**src/hdl/software_timer_pool_assert.svh**
```systemverilog
// Assertion macros used by the timer pool top level.
`ifndef SOFTWARE_TIMER_POOL_ASSERT_SVH
`define SOFTWARE_TIMER_POOL_ASSERT_SVH

`ifndef NO_ASSERTIONS

// Same-cycle implication, checked on every rising edge outside reset.
`define STP_ASSERT_IMPLY(label, clk, rst_n, ante, cons) \
    label: assert property (@(posedge clk) disable iff (!rst_n) (ante) |-> (cons)) \
        else $error("timer pool check failed");

// Next-cycle implication, checked on every rising edge outside reset.
`define STP_ASSERT_NEXT(label, clk, rst_n, ante, cons) \
    label: assert property (@(posedge clk) disable iff (!rst_n) (ante) |=> (cons)) \
        else $error("timer pool check failed");

`else

`define STP_ASSERT_IMPLY(label, clk, rst_n, ante, cons)
`define STP_ASSERT_NEXT(label, clk, rst_n, ante, cons)

`endif

`endif

```
**src/hdl/stp_pkg.sv**
```systemverilog
// Types and constants of the software timer pool.
package stp_pkg;

    localparam int SLOTS      = 16;
    localparam int PORT_SLOTS = 16;
    localparam int ACTIVE     = (SLOTS < PORT_SLOTS) ? SLOTS : PORT_SLOTS;
    localparam int STEP_W     = (SLOTS > 1) ? $clog2(SLOTS) : 1;

    localparam int OP_W     = 3;
    localparam int TASK_W   = 8;
    localparam int DUR_W    = 32;
    localparam int SLOT_W   = 4;
    localparam int STATUS_W = 2;

    typedef enum logic [OP_W-1:0] {
        OP_TICK   = 3'd0,
        OP_SET    = 3'd1,
        OP_CANCEL = 3'd2,
        OP_RESET  = 3'd3,
        OP_DELETE = 3'd4,
        OP_RUN    = 3'd5,
        OP_CHECK  = 3'd6
    } op_t;

    typedef enum logic [STATUS_W-1:0] {
        ST_DONE    = 2'd0,
        ST_NO_FREE = 2'd1,
        ST_EXPIRED = 2'd2,
        ST_NONE    = 2'd3
    } status_t;

    typedef enum logic [1:0] {
        S_IDLE,
        S_SCAN,
        S_FINISH
    } state_t;

    typedef struct packed {
        logic [TASK_W-1:0] owner;
        logic [DUR_W-1:0]  remaining;
        logic [DUR_W-1:0]  reload;
        logic              rpt;
    } slot_t;

    typedef struct packed {
        logic [OP_W-1:0]   opcode;
        logic [TASK_W-1:0] task_id;
        logic [DUR_W-1:0]  duration_ms;
        logic              periodic;
        logic [SLOT_W-1:0] slot_index;
    } cmd_t;

    // Events raised by the head cell for the slot passing it this cycle.
    typedef struct packed {
        logic hit;
        logic take;
        logic used;
    } head_ev_t;

endpackage

```
**src/hdl/stp_if.sv**
```systemverilog
// Request and response channel interfaces of the timer pool.
interface stp_req_if import stp_pkg::*; ();
    logic              valid;
    logic              ready;
    logic [OP_W-1:0]   opcode;
    logic [TASK_W-1:0] task_id;
    logic [DUR_W-1:0]  duration_ms;
    logic              periodic;
    logic [SLOT_W-1:0] slot_index;

    modport source (output valid, opcode, task_id, duration_ms, periodic, slot_index,
                    input ready);
    modport sink   (input valid, opcode, task_id, duration_ms, periodic, slot_index,
                    output ready);
endinterface

interface stp_rsp_if import stp_pkg::*; ();
    logic                valid;
    logic                ready;
    logic [STATUS_W-1:0] status;
    logic [SLOT_W-1:0]   slot_out;
    logic [TASK_W-1:0]   fired_task;
    logic                in_use;
    logic                last;

    modport source (output valid, status, slot_out, fired_task, in_use, last,
                    input ready);
    modport sink   (input valid, status, slot_out, fired_task, in_use, last,
                    output ready);
endinterface

```
**src/hdl/stp_cell.sv**
```systemverilog
// One cell of the slot ring: holds a slot record and takes its neighbor's on advance.
module stp_cell import stp_pkg::*; (
    input  logic  clk,
    input  logic  rst_n,
    input  logic  adv,
    input  slot_t d,
    output slot_t q
);

    slot_t rec_reg;

    always_ff @(posedge clk or negedge rst_n)
    begin
        if (!rst_n)
        begin
            rec_reg <= '0;
        end
        else if (adv)
        begin
            rec_reg <= d;
        end
    end

    assign q = rec_reg;

endmodule

```
**src/hdl/stp_head.sv**
```systemverilog
// Head of the ring: applies the current command to the slot passing position zero.
module stp_head import stp_pkg::*; (
    input  slot_t             rec,
    input  cmd_t              cmd,
    input  logic [STEP_W-1:0] step,
    input  logic              found,
    output slot_t             rec_next,
    output head_ev_t          ev
);

    logic act;
    logic sel;

    assign act = (32'(step) < ACTIVE);
    assign sel = act && (32'(step) == 32'(cmd.slot_index));

    always_comb
    begin
        rec_next = rec;
        ev       = '0;
        if (act)
        begin
            unique case (cmd.opcode)
                OP_TICK:
                begin
                    if (rec.remaining != '0)
                    begin
                        rec_next.remaining = rec.remaining - DUR_W'(1);
                    end
                end
                OP_SET:
                begin
                    // first free slot only
                    if (rec.owner == '0 && !found)
                    begin
                        rec_next.owner     = cmd.task_id;
                        rec_next.remaining = cmd.duration_ms;
                        rec_next.reload    = cmd.duration_ms;
                        rec_next.rpt       = cmd.periodic;
                        ev.take            = 1'b1;
                    end
                end
                OP_CANCEL:
                begin
                    if (rec.owner == cmd.task_id)
                    begin
                        rec_next = '0;
                    end
                end
                OP_RESET:
                begin
                    if (sel)
                    begin
                        rec_next.remaining = rec.reload;
                    end
                end
                OP_DELETE:
                begin
                    if (sel)
                    begin
                        rec_next = '0;
                    end
                end
                OP_RUN:
                begin
                    if (rec.owner != '0 && rec.remaining == '0)
                    begin
                        ev.hit = 1'b1;
                        if (rec.rpt)
                        begin
                            rec_next.remaining = rec.reload;
                        end
                        else
                        begin
                            rec_next = '0;
                        end
                    end
                end
                OP_CHECK:
                begin
                    if (sel)
                    begin
                        ev.used = (rec.owner != '0);
                    end
                end
                default:
                begin
                    rec_next = rec;
                end
            endcase
        end
    end

endmodule

```
**src/hdl/software_timer_pool.sv**
```systemverilog
// Top level of the software timer pool: slot ring, head cell and response control.
//
// req carries one command beat (opcode, task_id, duration_ms, periodic,
// slot_index); rsp carries result beats (status, slot_out, fired_task,
// in_use, last). Both channels move a beat when valid and ready are high.
// The slot records sit in a ring of SLOTS cells that rotates by one cell
// per cycle during a scan unless held; the head cell applies the command
// to the record passing it, so one full turn visits every slot in index
// order. req is ready only in idle, which is entered again in the cycle
// the final result is offered; no command starts before the last ends.
// Every command gives one result beat with last set, except run, which
// gives one beat per expired slot and sets last on the final one (or one
// none beat with last set if none expired). A run result is held until
// the next hit or the scan end so that last can be known; the ring holds
// while a new hit finds one held and rsp stalls a full output register.
// Reset (rst_n low, asynchronous) frees every slot and clears all counts.
module software_timer_pool import stp_pkg::*; (
    input  logic      clk,
    input  logic      rst_n,
    stp_req_if.sink   req,
    stp_rsp_if.source rsp
);

`include "software_timer_pool_assert.svh"

    localparam logic [STEP_W-1:0] LAST_STEP = STEP_W'(SLOTS - 1);

    state_t state_reg;
    state_t state_next;

    cmd_t              cmd_reg;
    logic [STEP_W-1:0] step_reg;
    logic              found_reg;
    logic [SLOT_W-1:0] set_slot_reg;
    logic              used_reg;
    logic              pend_valid_reg;
    logic [SLOT_W-1:0] pend_slot_reg;
    logic [TASK_W-1:0] pend_task_reg;

    logic                out_valid_reg;
    logic [STATUS_W-1:0] status_reg;
    logic [SLOT_W-1:0]   slot_out_reg;
    logic [TASK_W-1:0]   fired_task_reg;
    logic                in_use_reg;
    logic                last_reg;

    slot_t    ring [SLOTS];
    slot_t    head_next;
    head_ev_t ev;

    logic accept;
    logic out_free;
    logic adv;
    logic emit_pend;
    logic emit_fin;

    assign accept   = req.valid && req.ready;
    assign out_free = !out_valid_reg || rsp.ready;

    // ring of slot cells; the tail takes the record processed at the head
    for (genvar i = 0; i < SLOTS; i++)
    begin : g_ring
        slot_t d;
        if (i == SLOTS - 1)
        begin : g_tail
            assign d = head_next;
        end
        else
        begin : g_mid
            assign d = ring[i+1];
        end
        stp_cell u_cell (
            .clk   (clk),
            .rst_n (rst_n),
            .adv   (adv),
            .d     (d),
            .q     (ring[i])
        );
    end

    stp_head u_head (
        .rec      (ring[0]),
        .cmd      (cmd_reg),
        .step     (step_reg),
        .found    (found_reg),
        .rec_next (head_next),
        .ev       (ev)
    );

    // next state
    always_comb
    begin
        state_next = state_reg;
        unique case (state_reg)
            S_IDLE:
            begin
                if (accept)
                begin
                    state_next = S_SCAN;
                end
            end
            S_SCAN:
            begin
                if (adv && step_reg == LAST_STEP)
                begin
                    state_next = S_FINISH;
                end
            end
            S_FINISH:
            begin
                if (out_free)
                begin
                    state_next = S_IDLE;
                end
            end
            default:
            begin
                state_next = S_IDLE;
            end
        endcase
    end

    // control outputs
    always_comb
    begin
        req.ready = 1'b0;
        adv       = 1'b0;
        emit_pend = 1'b0;
        emit_fin  = 1'b0;
        unique case (state_reg)
            S_IDLE:
            begin
                req.ready = 1'b1;
            end
            S_SCAN:
            begin
                // hold the ring while a new hit must push out a held result and rsp stalls
                adv       = !(ev.hit && pend_valid_reg && !out_free);
                emit_pend = ev.hit && pend_valid_reg && out_free;
            end
            S_FINISH:
            begin
                emit_fin = out_free;
            end
            default:
            begin
                req.ready = 1'b0;
            end
        endcase
    end

    always_ff @(posedge clk or negedge rst_n)
    begin
        if (!rst_n)
        begin
            state_reg      <= S_IDLE;
            out_valid_reg  <= 1'b0;
            pend_valid_reg <= 1'b0;
            found_reg      <= 1'b0;
            used_reg       <= 1'b0;
            step_reg       <= '0;
        end
        else
        begin
            state_reg <= state_next;

            if (accept)
            begin
                step_reg       <= '0;
                found_reg      <= 1'b0;
                used_reg       <= 1'b0;
                pend_valid_reg <= 1'b0;
            end
            else if (adv)
            begin
                step_reg <= step_reg + STEP_W'(1);
                if (ev.take)
                begin
                    found_reg <= 1'b1;
                end
                if (ev.used)
                begin
                    used_reg <= 1'b1;
                end
                if (ev.hit)
                begin
                    pend_valid_reg <= 1'b1;
                end
            end

            if (emit_pend || emit_fin)
            begin
                out_valid_reg <= 1'b1;
            end
            else if (rsp.ready)
            begin
                out_valid_reg <= 1'b0;
            end
        end
    end

    // payload registers
    always_ff @(posedge clk)
    begin
        if (accept)
        begin
            cmd_reg.opcode      <= req.opcode;
            cmd_reg.task_id     <= req.task_id;
            cmd_reg.duration_ms <= req.duration_ms;
            cmd_reg.periodic    <= req.periodic;
            cmd_reg.slot_index  <= req.slot_index;
        end

        if (adv && ev.take)
        begin
            set_slot_reg <= SLOT_W'(step_reg);
        end

        if (adv && ev.hit)
        begin
            pend_slot_reg <= SLOT_W'(step_reg);
            pend_task_reg <= ring[0].owner;
        end

        if (emit_pend)
        begin
            status_reg     <= ST_EXPIRED;
            slot_out_reg   <= pend_slot_reg;
            fired_task_reg <= pend_task_reg;
            in_use_reg     <= 1'b0;
            last_reg       <= 1'b0;
        end
        else if (emit_fin)
        begin
            in_use_reg <= (cmd_reg.opcode == OP_CHECK) && used_reg;
            last_reg   <= 1'b1;
            if (cmd_reg.opcode == OP_SET && found_reg)
            begin
                status_reg     <= ST_DONE;
                slot_out_reg   <= set_slot_reg;
                fired_task_reg <= '0;
            end
            else if (cmd_reg.opcode == OP_SET)
            begin
                status_reg     <= ST_NO_FREE;
                slot_out_reg   <= '0;
                fired_task_reg <= '0;
            end
            else if (cmd_reg.opcode == OP_RUN && pend_valid_reg)
            begin
                status_reg     <= ST_EXPIRED;
                slot_out_reg   <= pend_slot_reg;
                fired_task_reg <= pend_task_reg;
            end
            else if (cmd_reg.opcode == OP_RUN)
            begin
                status_reg     <= ST_NONE;
                slot_out_reg   <= '0;
                fired_task_reg <= '0;
            end
            else
            begin
                status_reg     <= ST_DONE;
                slot_out_reg   <= '0;
                fired_task_reg <= '0;
            end
        end
    end

    assign rsp.valid      = out_valid_reg;
    assign rsp.status     = status_reg;
    assign rsp.slot_out   = slot_out_reg;
    assign rsp.fired_task = fired_task_reg;
    assign rsp.in_use     = in_use_reg;
    assign rsp.last       = last_reg;

    `STP_ASSERT_NEXT(a_scan_ends, clk, rst_n,
        (state_reg == S_SCAN && adv && step_reg == LAST_STEP), (state_reg == S_FINISH))
    `STP_ASSERT_IMPLY(a_stall_only_run, clk, rst_n,
        (state_reg == S_SCAN && !adv),
        (cmd_reg.opcode == OP_RUN && pend_valid_reg && out_valid_reg))
    `STP_ASSERT_IMPLY(a_single_emit, clk, rst_n,
        (emit_pend || emit_fin), (out_free && !(emit_pend && emit_fin)))

endmodule

```
**src/flat_wrapper.sv**
```systemverilog
// flat-port wrapper written by rule: the top's interface ports become plain ports
module software_timer_pool_flat import stp_pkg::*;
  (clk, rst_n, req_valid, req_opcode, req_task_id, req_duration_ms, req_periodic, req_slot_index, req_ready, rsp_valid, rsp_status, rsp_slot_out, rsp_fired_task, rsp_in_use, rsp_last, rsp_ready);
  stp_req_if req_i ();
  stp_rsp_if rsp_i ();
  input  logic clk;
  input  logic rst_n;
  input wire logic [$bits(req_i.valid)-1:0] req_valid;
  input wire logic [$bits(req_i.opcode)-1:0] req_opcode;
  input wire logic [$bits(req_i.task_id)-1:0] req_task_id;
  input wire logic [$bits(req_i.duration_ms)-1:0] req_duration_ms;
  input wire logic [$bits(req_i.periodic)-1:0] req_periodic;
  input wire logic [$bits(req_i.slot_index)-1:0] req_slot_index;
  output wire logic [$bits(req_i.ready)-1:0] req_ready;
  output wire logic [$bits(rsp_i.valid)-1:0] rsp_valid;
  output wire logic [$bits(rsp_i.status)-1:0] rsp_status;
  output wire logic [$bits(rsp_i.slot_out)-1:0] rsp_slot_out;
  output wire logic [$bits(rsp_i.fired_task)-1:0] rsp_fired_task;
  output wire logic [$bits(rsp_i.in_use)-1:0] rsp_in_use;
  output wire logic [$bits(rsp_i.last)-1:0] rsp_last;
  input wire logic [$bits(rsp_i.ready)-1:0] rsp_ready;
  assign req_i.valid = req_valid;
  assign req_i.opcode = req_opcode;
  assign req_i.task_id = req_task_id;
  assign req_i.duration_ms = req_duration_ms;
  assign req_i.periodic = req_periodic;
  assign req_i.slot_index = req_slot_index;
  assign req_ready = req_i.ready;
  assign rsp_valid = rsp_i.valid;
  assign rsp_status = rsp_i.status;
  assign rsp_slot_out = rsp_i.slot_out;
  assign rsp_fired_task = rsp_i.fired_task;
  assign rsp_in_use = rsp_i.in_use;
  assign rsp_last = rsp_i.last;
  assign rsp_i.ready = rsp_ready;
  software_timer_pool u_core (.clk(clk), .rst_n(rst_n), .req(req_i), .rsp(rsp_i));
endmodule
```
**config.mk**
```make
export PLATFORM = sky130hd
export DESIGN_NAME = software_timer_pool_flat
export DESIGN_NICKNAME = d
export VERILOG_FILES = /design/src/hdl/stp_pkg.sv /design/src/hdl/stp_if.sv /design/src/hdl/stp_cell.sv /design/src/hdl/stp_head.sv /design/src/hdl/software_timer_pool.sv /design/src/flat_wrapper.sv
export VERILOG_INCLUDE_DIRS = /design/src /design/src/hdl
export SDC_FILE = /design/constraint.sdc
export NUM_CORES = 2
export LEC_CHECK = 0
export BUFFER_PORTS_ARGS = -buffer_cell sky130_fd_sc_hd__clkbuf_2
export CAP_MARGIN = 20
export CORE_ASPECT_RATIO = 0.6
export CORE_MARGIN = 2
export CORE_UTILIZATION = 53
export DETAILED_ROUTE_END_ITERATION = 6
export PLACE_DENSITY = 0.78
export SETUP_SLACK_MARGIN = 0.1
export SLEW_MARGIN = 20
export SYNTH_ARGS = -nofsm -noshare
export SYNTH_HDL_FRONTEND = slang
export SYNTH_SLANG_ARGS = --single-unit
```
**constraint.sdc**
```tcl
create_clock -name clk -period 2.9 [get_ports clk]
set_input_delay 0.29 -clock clk [delete_from_list [all_inputs] [get_ports clk]]
set_output_delay 0.29 -clock clk [all_outputs]
set_load 0.05 [all_outputs]
```
# == Word level (Yosys, flattened, before mapping) ==
# Cells that the tools add are included.
# totals
reg_bits,1258
inputBits,52
word_cells,186
# op_classes
n_addsub,2
eq_ne,14
muxes,53
n_reduce_logical,34
# ops
cell,n
$mux W73,4
$pmux W32 S6,1
$pmux W33 S4,1
$mux W32,3
$mux W8,6
$mux W33,1
$logic_not A32 Y1,1
$pmux W8 S4,1
$reduce_bool A32 Y1,1
$sub A32 B1 Y32 const B,1
$mux W4,7
$mux W1,21
$mux W2,7
$logic_and A1 B1 Y1,12
$reduce_bool A2 Y1,6
$eq A3 B3 Y1 const B,3
$eq A8 B8 Y1,1
$logic_not A8 Y1,1
$reduce_bool A8 Y1,1
$eq A3 B2 Y1 const B,2
$ne A2 B1 Y1 const B,3
$pmux W2 S3,1
$reduce_and A2 Y1,3
$add A4 B1 Y4 const B,1
other kinds (10),14

# == Logic depth before layout (Yosys ltp) ==
# depth
word_depth,11
depth_mapped,13
mapped_depth_nobuf,9

# == Hierarchy ==
# From an unflattened synthesis, not the netlist that was laid out.
# hier_totals
hier_cells,3101
hier_area_um2,55009.0
# by_module_without_submodules
mod,instances,cells_each,area_each_um2,seq_area_each_um2
stp_cell,16,154,3062.9,1826.8
software_timer_pool,1,160,3086.7,2612.5
stp_head,1,477,2915.3,0.0

# == Least setup slack after synthesis ==
# Ideal clock, no wire load.
# synth_path
path_kind,reg-to-reg
startpoint,reg u_core.state_reg[1]
endpoint,reg u_core.cmd_reg[0] in the netlist's numbering (enable)
setup_time_ns,0.430
t_arrival_ns,2.808
required_time_ns,2.470
setup_slack_ns,-0.337
stages_incl_launch_ff,4
period_less_slack_ns,3.237
cell_sequence,dfrtp_1 > nor2_1 > and2_1 > clkbuf_1
# synth_between
elab_chain_len,3
# synth_rtl
item,line_no,rtl
from (decl),software_timer_pool.sv:28,state_t state_reg;
from (signal assigned),software_timer_pool.sv:165,state_reg <= state_next;
$logic_not A2 Y1,software_timer_pool.sv:130,unique case (state_reg)
$mux W1,software_timer_pool.sv:130,
net req_ready,flat_wrapper.sv:14,output wire logic [$bits(req_i.ready)-1:0] req_ready;
$logic_and A1 B1 Y1,software_timer_pool.sv:57,assign accept = req.valid && req.ready;
net u_core.accept,software_timer_pool.sv:51,logic accept;
to (decl),software_timer_pool.sv:31,cmd_t cmd_reg;
# The timed path passes the listed nets, and every way through them passes these cells.
# A chain may end at the register's enable or synchronous reset.

# == Worst setup path after layout ==
# layout_path
startpoint,"reg u_core.g_ring[0].u_cell.rec_reg, in the netlist u_core.g_ring[0].u_cell.q[71]"
endpoint,"reg u_core.g_ring[15].u_cell.rec_reg, in the netlist u_core.g_ring[15].u_cell.q[6]"
# layout_between
elab_chain_len,8
word_cells_on_any_way,15
cone_classes,eq/ne (1); mux (7); reduce/logical (7)
# layout_rtl
item,line_no,rtl
from (decl),stp_cell.sv:10,slot_t rec_reg;
from (signal assigned),stp_cell.sv:16,rec_reg <= '0;
from (signal assigned),stp_cell.sv:20,rec_reg <= d;
$reduce_bool A8 Y1,stp_head.sv:66,if (rec.owner != '0 && rec.remaining == '0)
$logic_and A1 B1 Y1,stp_head.sv:66,
$mux W1,stp_head.sv:66,
$mux W1,stp_head.sv:23,unique case (cmd.opcode)
$logic_and A1 B1 Y1 (2 in series),software_timer_pool.sv:138,adv = !(ev.hit && pend_valid_reg && !out_free);
$logic_not A1 Y1,software_timer_pool.sv:138,
$mux W1,software_timer_pool.sv:130,
to (signal assigned),stp_cell.sv:16,
to (signal assigned),stp_cell.sv:20,
to (decl),stp_cell.sv:10,
# Parallel ways exist; a longest one is shown, timed or not.

==> impl_metrics.xml <==
<?xml version="1.0" encoding="UTF-8"?>
<metrics>
  <group name="sta">
    <metric name="finalHoldViolations" unit="">0</metric>
    <metric name="grt_setup_unrepaired" unit="">true</metric>
    <metric name="fin_crit_sh" unit="%">105</metric>
    <metric name="fmaxAchievable" unit="GHz">0.329</metric>
    <metric name="timing.max_slew.rel_slack" unit="%">44.0</metric>
    <metric name="worst_pin_slew" unit="ps">840</metric>
    <metric name="timing.clock.skew" unit="ps">27.6</metric>
    <metric name="finalMaxSlewViolations" unit="">0</metric>
    <metric name="setup_slack" unit="ps">-138</metric>
    <metric name="setup_viol_count_final" unit="">19</metric>
    <metric name="final_period_demand_of_the_worst_path" unit="ps">3040</metric>
  </group>
  <group name="placed_design">
    <metric name="globalplace.congestion" unit="">0.950</metric>
    <metric name="detailed_place_hpwl" unit="mm">64.1</metric>
    <metric name="port-buffer-count" unit="">69</metric>
    <metric name="dp.cells" unit="">6582</metric>
  </group>
  <group name="logic_synthesis">
    <metric name="leading_cell_type_by_number_of_instances_after_synthesis" unit="">sky130_fd_sc_hd__nand2_1</metric>
    <metric name="synth_area_leader_cell" unit="">sky130_fd_sc_hd__dfrtp_1</metric>
    <metric name="syn-instance-count" unit="">5375</metric>
    <metric name="postSynth.topFlopCell" unit="">sky130_fd_sc_hd__dfrtp_1</metric>
    <metric name="synth.yosys.seq_area_share" unit="%">65.0</metric>
    <metric name="netlist_top_cells_count" unit="">sky130_fd_sc_hd__nand2_1 (3339), sky130_fd_sc_hd__dfrtp_1 (1178), sky130_fd_sc_hd__nor2_1 (127), sky130_fd_sc_hd__buf_2 (122), sky130_fd_sc_hd__clkbuf_1 (116)</metric>
    <metric name="syn-mean-instance-area" unit="um2">9.11</metric>
    <metric name="post_synth_instance_area" unit="mm2">0.0490</metric>
    <metric name="synth.net_count" unit="">5430</metric>
    <metric name="fraction_of_synthesis_flops_using_an_asynchronous_set_or_reset_pin" unit="%">93.6</metric>
    <metric name="synth_edf_count" unit="">76</metric>
    <metric name="synth.top_cell.area_share" unit="%">60.2</metric>
    <metric name="yosys-top-cells-area" unit="">sky130_fd_sc_hd__dfrtp_1 (60%), sky130_fd_sc_hd__nand2_1 (26%), sky130_fd_sc_hd__edfxtp_1 (4.7%)</metric>
    <metric name="ys_ff_latch" unit="">1258</metric>
    <metric name="synthesis.yosys.warnings" unit="">0</metric>
    <metric name="post_synth_num_cell_types" unit="">73</metric>
  </group>
  <group name="floorplan">
    <metric name="row_count" unit="">86</metric>
    <metric name="core_area" unit="mm2">0.0917</metric>
    <metric name="start_util" unit="%">53.4</metric>
    <metric name="fp.dieArea" unit="mm2">0.0949</metric>
    <metric name="top_level_ports" unit="">70</metric>
    <metric name="chipWidth" unit="um">396</metric>
    <metric name="die_height" unit="um">239</metric>
  </group>
  <group name="routing">
    <metric name="route.detailed.wl_per_inst" unit="um">17.5</metric>
    <metric name="route.detailed.vias_per_inst" unit="">5.42</metric>
    <metric name="wirelength" unit="mm">121</metric>
    <metric name="detailroute.via_count" unit="">37400</metric>
    <metric name="drt_drc_violations_left" unit="">12</metric>
    <metric name="first_pass_iters" unit="">7</metric>
    <metric name="antenna_violating_nets_post_route" unit="">0</metric>
    <metric name="detail_route.iter0.violations" unit="">4284</metric>
  </group>
  <group name="pwr">
    <metric name="leakage_component_of_the_power" unit="nW">31.2</metric>
    <metric name="p_per_area" unit="mW/mm2">1170</metric>
    <metric name="vdd_drop_max" unit="V">0.000597</metric>
  </group>
  <group name="clock_tree">
    <metric name="clock_sink_count" unit="">1258</metric>
    <metric name="clockBufferDepth" unit="">3</metric>
    <metric name="cts-htree-levels" unit="">3</metric>
    <metric name="numCtsBuffers" unit="">103</metric>
    <metric name="cts_tree" unit="">built</metric>
    <metric name="clk-insertion-delay-late" unit="ps">730</metric>
    <metric name="clockRootBuffer" unit="">sky130_fd_sc_hd__clkbuf_16</metric>
    <metric name="clkTransAtPathRegs" unit="ps">70</metric>
  </group>
  <group name="setup_path">
    <metric name="path_cells" unit="">or4_4, or3_4, and2_4, a311oi_4, nand4_4, buf_12, buf_12, a221oi_2, buf_4, nor2_4</metric>
    <metric name="worst_r2r_path_depth" unit="">10</metric>
    <metric name="setup.worst_path.start_class" unit="">register</metric>
    <metric name="r2r-end" unit="">u_core.g_ring[15].u_cell.q[6]</metric>
    <metric name="worst-endpoint-arrival" unit="ps">3660</metric>
    <metric name="cpLargestDelayFamily" unit="">simple AND/OR/NAND/NOR gates</metric>
    <metric name="worst_ep_required_time" unit="ps">3520</metric>
    <metric name="crit_path_max_incr_delay" unit="ps">560</metric>
    <metric name="crit_buf_inv" unit="">3</metric>
    <metric name="worstSetupPathType" unit="">reg2reg</metric>
    <metric name="worstSetupEndpointType" unit="">register</metric>
    <metric name="critical_path_peak_fanout" unit="">8</metric>
    <metric name="worst_path_most_repeated_cell" unit="">sky130_fd_sc_hd__buf_12</metric>
    <metric name="worst_r2r_startpoint" unit="">u_core.g_ring[0].u_cell.q[71]</metric>
    <metric name="crit_slowest_cell" unit="">sky130_fd_sc_hd__or4_4</metric>
    <metric name="worst-r2r-setup-slack" unit="ps">-140</metric>
  </group>
  <group name="cells_and_area">
    <metric name="num-nets-final" unit="">5635</metric>
    <metric name="antenna_cells" unit="">0</metric>
    <metric name="drive_above_1_share" unit="%">11.8</metric>
    <metric name="final_cell_count_no_fill" unit="">6898</metric>
    <metric name="final_util" unit="%">63.4</metric>
    <metric name="flow.area_growth_from_synthesis" unit="%">18.6</metric>
    <metric name="max_reg_flops" unit="">1168</metric>
  </group>
  <group name="global_routing">
    <metric name="grt_antenna_before_repair" unit="">0</metric>
    <metric name="grt_pass1_wl" unit="mm">180</metric>
    <metric name="first_global_vias" unit="">34900</metric>
    <metric name="globalRouteTotalUtil" unit="%">23.1</metric>
    <metric name="grt_max_degree" unit="">100</metric>
    <metric name="grt.overflow.total" unit="">0</metric>
  </group>
  <group name="hold_path">
    <metric name="holdCritPathClass" unit="">in2async</metric>
  </group>
  <group name="outcome">
    <metric name="violations" unit="">DRC, setup timing</metric>
    <metric name="status" unit="">finished with violations</metric>
  </group>
  <group name="job">
    <metric name="maxCapViolCount" unit="">0</metric>
  </group>
</metrics>
[layer usage]
layer  GRT usage [%]  up-vias  wire (um)
li1                -    17200          -
met1            34.2    18600      52000
met2            35.0     1442      56000
met3            4.19      247       9100
met4            6.72        0       3390
met5               0        -          0
[cells in the final DEF (no fill, tap or decap), drive strengths merged, types with 7 or more instances in the layout]
| cell type | n |
|---|---|
| a21oi | 23 |
| a31oi | 31 |
| xnor2 | 8 |
| inv | 9 |
| xor2 | 20 |
| dlygate4sd3 | 51 |
| or3 | 9 |
| nor2 | 127 |
| edfxtp | 76 |
| clkbuf | 239 |
| and3 | 13 |
| nor3 | 18 |
| nand2b | 8 |
| nand2 | 3339 |
| nand4 | 12 |
| a32o | 8 |
| clkinv | 34 |
| nor4 | 20 |
| nand3 | 8 |
| o21ai | 35 |
| buf | 247 |
| dfrtp | 1178 |
| or4 | 7 |
| a222oi | 12 |
| bufinv | 13 |
| a221oi | 47 |
[area by class of cell]
class / count / area, um2
Sequential cell: 1258 / 31800
Tap cell: 1232 / 1540
Clock inverter: 54 / 733
Timing Repair Buffer: 400 / 4640
Inverter: 5 / 18.8
Clock buffer: 137 / 2940
Multi-Input combinational cell: 3812 / 16400
Fill cell: 6733 / 33600
[report_power, final]
part	leakage, nW	internal, mW	switching [mW]
clock	1.82	8.38	6.73
combinational	13.1	8.88	14.5
sequential	16.3	24.7	4.44
total	31.2	42.0	25.7
[worst max path at each step]
stage                                   from                              to  slack, ps  cells after the start
2_1_floorplan  u_core.g_ring[0].u_cell.q[68]  u_core.g_ring[15].u_cell.q[12]        160                     10
3_3_place_gp   u_core.g_ring[0].u_cell.q[68]  u_core.g_ring[15].u_cell.q[20]          6                      8
3_5_place_dp   u_core.g_ring[0].u_cell.q[68]  u_core.g_ring[15].u_cell.q[19]        -50                      9
4_1_cts        u_core.g_ring[0].u_cell.q[68]  u_core.g_ring[15].u_cell.q[71]         70                      8
5_1_grt        u_core.g_ring[0].u_cell.q[71]  u_core.g_ring[15].u_cell.q[71]       -170                     10
6_report       u_core.g_ring[0].u_cell.q[71]   u_core.g_ring[15].u_cell.q[6]       -140                     10
[worst reg2reg max path, stage by stage, from the launching register on]
cell and delay, ps:
sky130_fd_sc_hd__dfrtp_1 400, sky130_fd_sc_hd__or4_4 560, sky130_fd_sc_hd__or3_4 400, sky130_fd_sc_hd__and2_4 190
sky130_fd_sc_hd__a311oi_4 360, sky130_fd_sc_hd__nand4_4 160, sky130_fd_sc_hd__buf_12 180, sky130_fd_sc_hd__buf_12 140
sky130_fd_sc_hd__a221oi_2 300, sky130_fd_sc_hd__buf_4 210, sky130_fd_sc_hd__nor2_4 30
[per-stage QoR]
| step | power (mW) | hold slack, ps | setup WS (ps) | cell area [um2] | TNS, ps |
|---|---|---|---|---|---|
| after floorplan | 41.2 | -5.59 | 160 | 49000 | 0 |
| after global placement | 46.9 | 356 | 5.56 | 51500 | 0 |
| after detailed placement | 47.7 | 339 | -49.1 | 51500 | -63.6 |
| after CTS | 63.4 | 177 | 71.9 | 55900 | 0 |
| after global routing | 71.8 | 212 | -166 | 58100 | -2160 |
| final | 67.7 | 182 | -138 | 58100 | -729 |
[timing repair]
action                                  CTS  global route
hold buffers                             51             0
resized for setup                        23           196
endpoints found under the setup margin  654           565
setup buffers                             2            22
hold endpoints to repair                 87             0
pin swaps                                 3            36
gates cloned                              1            49
[cell families (layout without fill, tap and decap cells)]
kind of cell | Yosys count | in the layout | synth area share [%]
flops | 1258 | 1258 | 65.0
fa+ha+maj | 3 | 3 | 0.0767
buf+inv | 305 | 596 | 3.16
xor+xnor | 28 | 28 | 0.501
compound gates | 199 | 199 | 3.06
simple gates | 3580 | 3580 | 28.1
mux | 2 | 2 | 0.0434
Note: power is estimated with default switching activity, not from simulation.
